**config.mk**
```make
export PLATFORM = sky130hd
export DESIGN_NAME = fmprc_ctrl
export DESIGN_NICKNAME = d
export VERILOG_FILES = /design/src/rtl/fmprc_pkg.sv /design/src/rtl/fmprc_ctrl.sv
export VERILOG_INCLUDE_DIRS = /design/src /design/src/rtl
export SDC_FILE = /design/constraint.sdc
export NUM_CORES = 1
export LEC_CHECK = 0
export ABC_AREA = 1
export BUFFER_PORTS_ARGS = -buffer_cell sky130_fd_sc_hd__buf_2
export CORE_AREA = 2 2 39 41
export CTS_CLUSTER_DIAMETER = 80
export CTS_CLUSTER_SIZE = 8
export DETAILED_ROUTE_END_ITERATION = 12
export DIE_AREA = 0 0 41 43
export PLACE_DENSITY_LB_ADDON = 0.15
export SLEW_MARGIN = 40
export SYNTH_ARGS = -nofsm -noshare
export SYNTH_HDL_FRONTEND = slang
export SYNTH_SLANG_ARGS = --single-unit
```
**constraint.sdc**
```tcl
create_clock -name clk -period 0.8 [get_ports clk]
set_input_delay 0.08 -clock clk [delete_from_list [all_inputs] [get_ports clk]]
set_output_delay 0.08 -clock clk [all_outputs]
set_load 0.05 [all_outputs]
```
**src/rtl/assert_macros.svh**
```systemverilog
// Assertion macros shared by the classifier RTL.
// Define NO_ASSERTIONS to compile every assertion away.
`ifndef ASSERT_MACROS_SVH
`define ASSERT_MACROS_SVH

`ifndef NO_ASSERTIONS
`define ASSERT_ALWAYS(label, clk, rst, expr) \
  label: assert property (@(posedge clk) disable iff (rst) (expr)) \
    else $error("assertion failed");
`define ASSERT_IMPLIES(label, clk, rst, ante, cons) \
  label: assert property (@(posedge clk) disable iff (rst) (ante) |-> (cons)) \
    else $error("assertion failed");
`define ASSERT_NEXT(label, clk, rst, ante, cons) \
  label: assert property (@(posedge clk) disable iff (rst) (ante) |=> (cons)) \
    else $error("assertion failed");
`else
`define ASSERT_ALWAYS(label, clk, rst, expr)
`define ASSERT_IMPLIES(label, clk, rst, ante, cons)
`define ASSERT_NEXT(label, clk, rst, ante, cons)
`endif

`endif

```
**src/rtl/fmprc_pkg.sv**
```systemverilog
// Types, codes and helpers of the first-match rule classifier.
// Used by the controller, the datapath and the top level; depends on nothing.
package fmprc_pkg;

  localparam int COUNT_W     = 6;
  localparam int CFG_INDEX_W = 3;
  localparam int CFG_DATA_W  = 6;
  localparam int RULE_IDX_W  = 5;

  localparam logic [7:0] PROTO_TCP  = 8'd6;
  localparam logic [7:0] PROTO_UDP  = 8'd17;
  localparam logic [7:0] PROTO_ICMP = 8'd1;

  localparam int WC_SPORT = 0;
  localparam int WC_DPORT = 1;
  localparam int WC_SIP   = 2;
  localparam int WC_DIP   = 3;

  typedef enum logic {
    ACT_WRITE    = 1'b0,
    ACT_CLASSIFY = 1'b1
  } action_t;

  typedef enum logic [1:0] {
    CHAIN_IN  = 2'd0,
    CHAIN_OUT = 2'd1,
    CHAIN_FWD = 2'd2
  } chain_t;

  typedef enum logic [1:0] {
    PCLS_ANY  = 2'd0,
    PCLS_TCP  = 2'd1,
    PCLS_UDP  = 2'd2,
    PCLS_ICMP = 2'd3
  } proto_class_t;

  typedef enum logic [CFG_INDEX_W-1:0] {
    CFG_IN_COUNT    = 3'd0,
    CFG_OUT_COUNT   = 3'd1,
    CFG_FWD_COUNT   = 3'd2,
    CFG_IN_DEFAULT  = 3'd3,
    CFG_OUT_DEFAULT = 3'd4,
    CFG_FWD_DEFAULT = 3'd5
  } cfg_reg_t;

  typedef enum logic [1:0] {
    ST_IDLE,
    ST_WALK,
    ST_DONE
  } state_t;

  typedef struct packed {
    logic                  action;
    logic [1:0]            chain;
    logic [RULE_IDX_W-1:0] rule_index;
    logic [31:0]           src_ip;
    logic [31:0]           dst_ip;
    logic [15:0]           src_port;
    logic [15:0]           dst_port;
    logic [7:0]            ip_proto;
    logic [1:0]            rule_proto_class;
    logic [3:0]            rule_wildcards;
    logic                  rule_verdict;
  } item_t;

  typedef struct packed {
    logic                  verdict;
    logic                  matched;
    logic [RULE_IDX_W-1:0] matched_rule;
  } result_t;

  typedef struct packed {
    logic [31:0] src_ip;
    logic [31:0] dst_ip;
    logic [15:0] src_port;
    logic [15:0] dst_port;
    logic        verdict;
    logic [3:0]  wildcards;
    logic [1:0]  proto_class;
  } rule_entry_t;

  typedef struct packed {
    logic accept;
    logic step;
    logic capture;
    logic publish;
  } dp_cmd_t;

  typedef struct packed {
    logic walk_req;
    logic walk_end;
    logic out_free;
  } dp_status_t;

  function automatic logic proto_ok(input logic [1:0] cls, input logic [7:0] proto);
    logic ok;
    unique case (cls)
      PCLS_TCP:  ok = (proto == PROTO_TCP);
      PCLS_UDP:  ok = (proto == PROTO_UDP);
      PCLS_ICMP: ok = (proto == PROTO_ICMP);
      default:   ok = 1'b1;
    endcase
    return ok;
  endfunction

endpackage

```
**src/rtl/fmprc_ctrl.sv**
```systemverilog
// Controller of the rule classifier: item handshake and walk sequencing.
// Depends on fmprc_pkg; drives the datapath through dp_cmd_t.
`include "assert_macros.svh"
module fmprc_ctrl (
  input  logic                  clk,
  input  logic                  rst,
  input  logic                  item_valid,
  output logic                  item_ready,
  input  fmprc_pkg::dp_status_t st,
  output fmprc_pkg::dp_cmd_t    cmd
);
  import fmprc_pkg::*;

  state_t state, state_next;

  always_ff @(posedge clk) begin
    if (rst) begin
      state <= ST_IDLE;
    end else begin
      state <= state_next;
    end
  end

  always_comb begin
    state_next = state;
    item_ready = 1'b0;
    cmd        = '0;
    unique case (state)
      ST_IDLE: begin
        item_ready = 1'b1;
        if (item_valid) begin
          cmd.accept = 1'b1;
          if (st.walk_req) begin
            state_next = ST_WALK;
          end
        end
      end
      ST_WALK: begin
        cmd.step = 1'b1;
        if (st.walk_end) begin
          cmd.capture = 1'b1;
          state_next  = ST_DONE;
        end
      end
      ST_DONE: begin
        if (st.out_free) begin
          cmd.publish = 1'b1;
          state_next  = ST_IDLE;
        end
      end
      default: begin
        state_next = ST_IDLE;
      end
    endcase
  end

  `ASSERT_IMPLIES(a_publish_free, clk, rst, cmd.publish, st.out_free)
  `ASSERT_NEXT(a_walk_entry, clk, rst, state == ST_IDLE && item_valid && st.walk_req, state == ST_WALK)
  `ASSERT_NEXT(a_walk_hold, clk, rst, state == ST_WALK && !st.walk_end, state == ST_WALK)

endmodule

```
# Word-level counts from Yosys, hierarchy flattened
# Index checks and enable logic that the tools add are counted.
# totals
ff_bits,2
elab_cells,21
input_bits,6
output_inout_bits,5
# op_classes
n_reduce_logical,2
n_mux,12
n_eq_ne,6
# op_table
op,count
2-to-1 mux 2 bit,5
"!= test 2 bit, second input constant",4
2-to-1 mux 1 bit,6
case mux 2 bit (3 select lines),1
AND reduction 4 bit,1
"equality test 2 x 1 -> 1 bit, second input constant",1
"equality test 2 bit, second input constant",1
zero test 2 bit,1

# Logic depth before layout (Yosys ltp)
# depth
word_depth,3
depth_mapped,4
mapped_depth_nobuf,4

# Worst setup path after synthesis
# Ideal clock, no wire load.
# synth_timing
path_type,register to output
startpoint,reg state[0]
endpoint,out cmd[3] (netlist bit)
arrival_ns,1.519
stages_incl_launch_ff,2
setup_slack_ns,-0.799
path_buffers,0
required_time_ns,0.720
cell_sequence,dfxtp_1 nor3b_1
# synth_rtl
item,line,text
from (decl),fmprc_ctrl.sv:14,"state_t state, state_next;"
from (signal assigned),fmprc_ctrl.sv:20,state <= state_next;
to (decl),fmprc_ctrl.sv:10,output fmprc_pkg::dp_cmd_t cmd

# Worst setup path in the final report
# layout_timing
startpoint,reg state[0]
endpoint,out item_ready
# layout_via
elab_chain_cells,2
# layout_lines
item,line,text
zero test 2 bit,fmprc_ctrl.sv:28,unique case (state)
2-to-1 mux 1 bit,fmprc_ctrl.sv:28,
to (decl),fmprc_ctrl.sv:8,"output logic item_ready,"
# Every way passes these cells.

==> reports/metrics.yaml <==
detailed_routing:
  antenna_left: 0
  drt_wl_total_um: 424
  via_count: 187
  highest_layer: "met3"
  drcViolationCount: 0
  wl_met3_um: 20
  m1WireLength_um: 162
  route.met2.wl_um: 241
  drtPass1Iterations: 1
  drt_iter0_markers: 0
  vias_per_cell: 3.400
  post_drt_wl_per_cell_um: 7.709
power_and_ir_drop:
  power_density_mw_per_mm2: 1625
  p_leak_uw: 0.0001614
  vdd_drop_max_mv: 0.7611
job:
  drv_cap: 0
timing:
  tightest_slew_ns: 0.1443
  period_needed_ns: 1.055
  rsz0062_at_grt: "true"
  setup_ws_ns: -0.2548
  fin_crit_sh_pct: 131.8
  hold-worst-slack_ns: 0.03835
  drv_slew: 0
  setup_viol_count_final: 7
  finalHoldViolCount: 0
  fmax_ghz: 0.9481
  fin_tns_setup_ns: -1.382
  relSlewSlack_pct: 90.38
  skew_ns: 0.0002296
logic_synthesis:
  synthCells: 21
  yosysWarnings: 0
  ys_ff_latch: 2
  muxShareOfSynthArea_pct: 0
  synth.avg_cell_area_sq_um: 5.720
  synth-xor-area-share_pct: 0
  seq_area_frac_synth_pct: 33.33
  synth-simple-area-share_pct: 43.75
  syn_nets: 27
  synth_top_family_by_area: "simple AND/OR/NAND/NOR gates"
  synth_compound_area_share_pct: 4.167
  synthTopCellsByArea: "dfxtp_1 33%, inv_1 19%, nand2_1 19%, nand3_1 8.3%, nor2_1 6.3%"
  synthAdderAreaFrac_pct: 0
  synth_top_cell_by_area: "dfxtp_1"
  synth.distinct_cells: 8
  synth.top_cell.area_share_pct: 33.33
  synth_area_sq_um: 120.1
final_layout:
  largest-register: "state"
  largest_reg_flops: 2
  largestRegisters: "state (2)"
  diodes: 0
  fin_util_pct: 26.31
  nNetsFinal: 47
  area_growth_pct: 203.1
  drive_gt1_share_pct: 76.92
  final_common_cell: "buf_6"
  mostFrequentLayoutCells: "6 x buf_6, 5 x buf_2, 4 x nand2_1"
global_routing:
  grt_start_max_net_pins: 8
  antenna_found_initial: 0
  gr-total-overflow: 0
  grt_pass1_vias: 179
  grt_pass1_wl_um: 683
  gr-usage-all-layers_pct: 6.030
critical_path:
  crit_required_ns: 0.72
  slowest_delay_ns: 0.38
  cp_cell_sequence: "buf_6 -> nor2_4 -> buf_6"
  cpMaxStageDelayCell: "dfxtp_4"
  crit_fanout: 7
  worstPathArrival_ns: 0.97
  crit_top_cell: "buf_6"
  worstSetupStartpointType: "flip-flop"
  critPathCaptureType: "primary output"
  path_class: "flip-flop to primary output"
clock_tree:
  root_buffer: "clkbuf_4"
  cts.path.max_buffers: 2
  cts_num_sinks: 2
  cts-htree-levels: 1
  cts_tree: "done"
  numCtsBuffers: 3
  clk_pin_slew_ns: 0.03
  clock_latency_ns: 0.22
floorplanning:
  design.core.area_sq_mm: 0.001384
  die_x_um: 41
  start_util_pct: 8.680
  rows: 14
  fp.dieArea_sq_mm: 0.001763
  die_h_um: 43
  ios: 11
run_status:
  violations: "negative setup slack"
  status: "finished, violations left"
placed_design:
  dp_slack_ns: -0.1960
  gp_congestion: 0.6213
  numPortBuffers: 10
  hpwl_um: 330.5
min_path:
  worst_hold_path_type: "primary input to flip-flop"
[critical path: cells and delay by family, from the launching register on]
| family | cells | cell delay, ns |
|---|---|---|
| flops | 1 | 0.38 |
| buf+inv | 2 | 0.29 |
| simple gates | 1 | 0.08 |
[cells by family (layout without fill, tap and decap cells)]
logic type	count (synthesis)	in the layout
and+or+nand+nor	12	12
buffers and inverters	6	24
DFF	2	2
AOI/OAI and AO/OA	1	1
[repair_timing]
item,4_1_cts,5_1_grt
buffers inserted,1,1
hold buffers,0,0
setup endpoints to repair,7,7
gates resized for setup,14,6
pin swaps,2,2
[final cells by class]
class / instances / area (sq um)
inverter: 6 / 35.03
multi-input combinational: 13 / 108.9
timing repair buffer: 15 / 130.1
clock buffer: 3 / 22.52
sequential: 2 / 47.55
tap: 16 / 20.02
fill: 155 / 1020
[per-stage QoR]
step / total power (uW) / cell area, sq um / std cells
floorplan: 253.2 / 165.2 / 21
global route: 644.3 / 364.1 / 55
finish: 591.8 / 364.1 / 55
global placement: 305.4 / 257.7 / 50
detailed placement: 308.7 / 257.7 / 50
CTS: 596.9 / 334.1 / 54
[final timing paths]
path	from	endpoint	slack (ns)	cells after the start
worst max-delay path	state[0]	item_ready	-0.25	3
worst max register to register	state[0]	state[0]	-0.14	6
worst min register to register	state[1]	state[1]	0.57	2
worst min-delay path	rst	state[1]	0.04	2
[synthesized netlist by cell type]
cell and n:
a21oi_1 1, dfxtp_1 2, inv_1 6, nand2_1 6, nand3_1 2, nor2_1 2
nor3_1 1, nor3b_1 1
[power breakdown]
group	internal (uW)	leakage (uW)	switching (uW)
combinational	108	0.000130	134
sequential	107	0.0000178	23.8
clock	165	0.0000138	53.6
total	380	0.000161	211
[metal layers]
| metal | GRT usage, % | vias up |
|---|---|---|
| li1 | - | 98 |
| met1 | 7.097 | 84 |
| met2 | 8.125 | 5 |
| met3 | 0 | 0 |
| met4 | 8.000 | 0 |
| met5 | 0 | - |
Note: power is estimated with default switching activity, not from simulation.
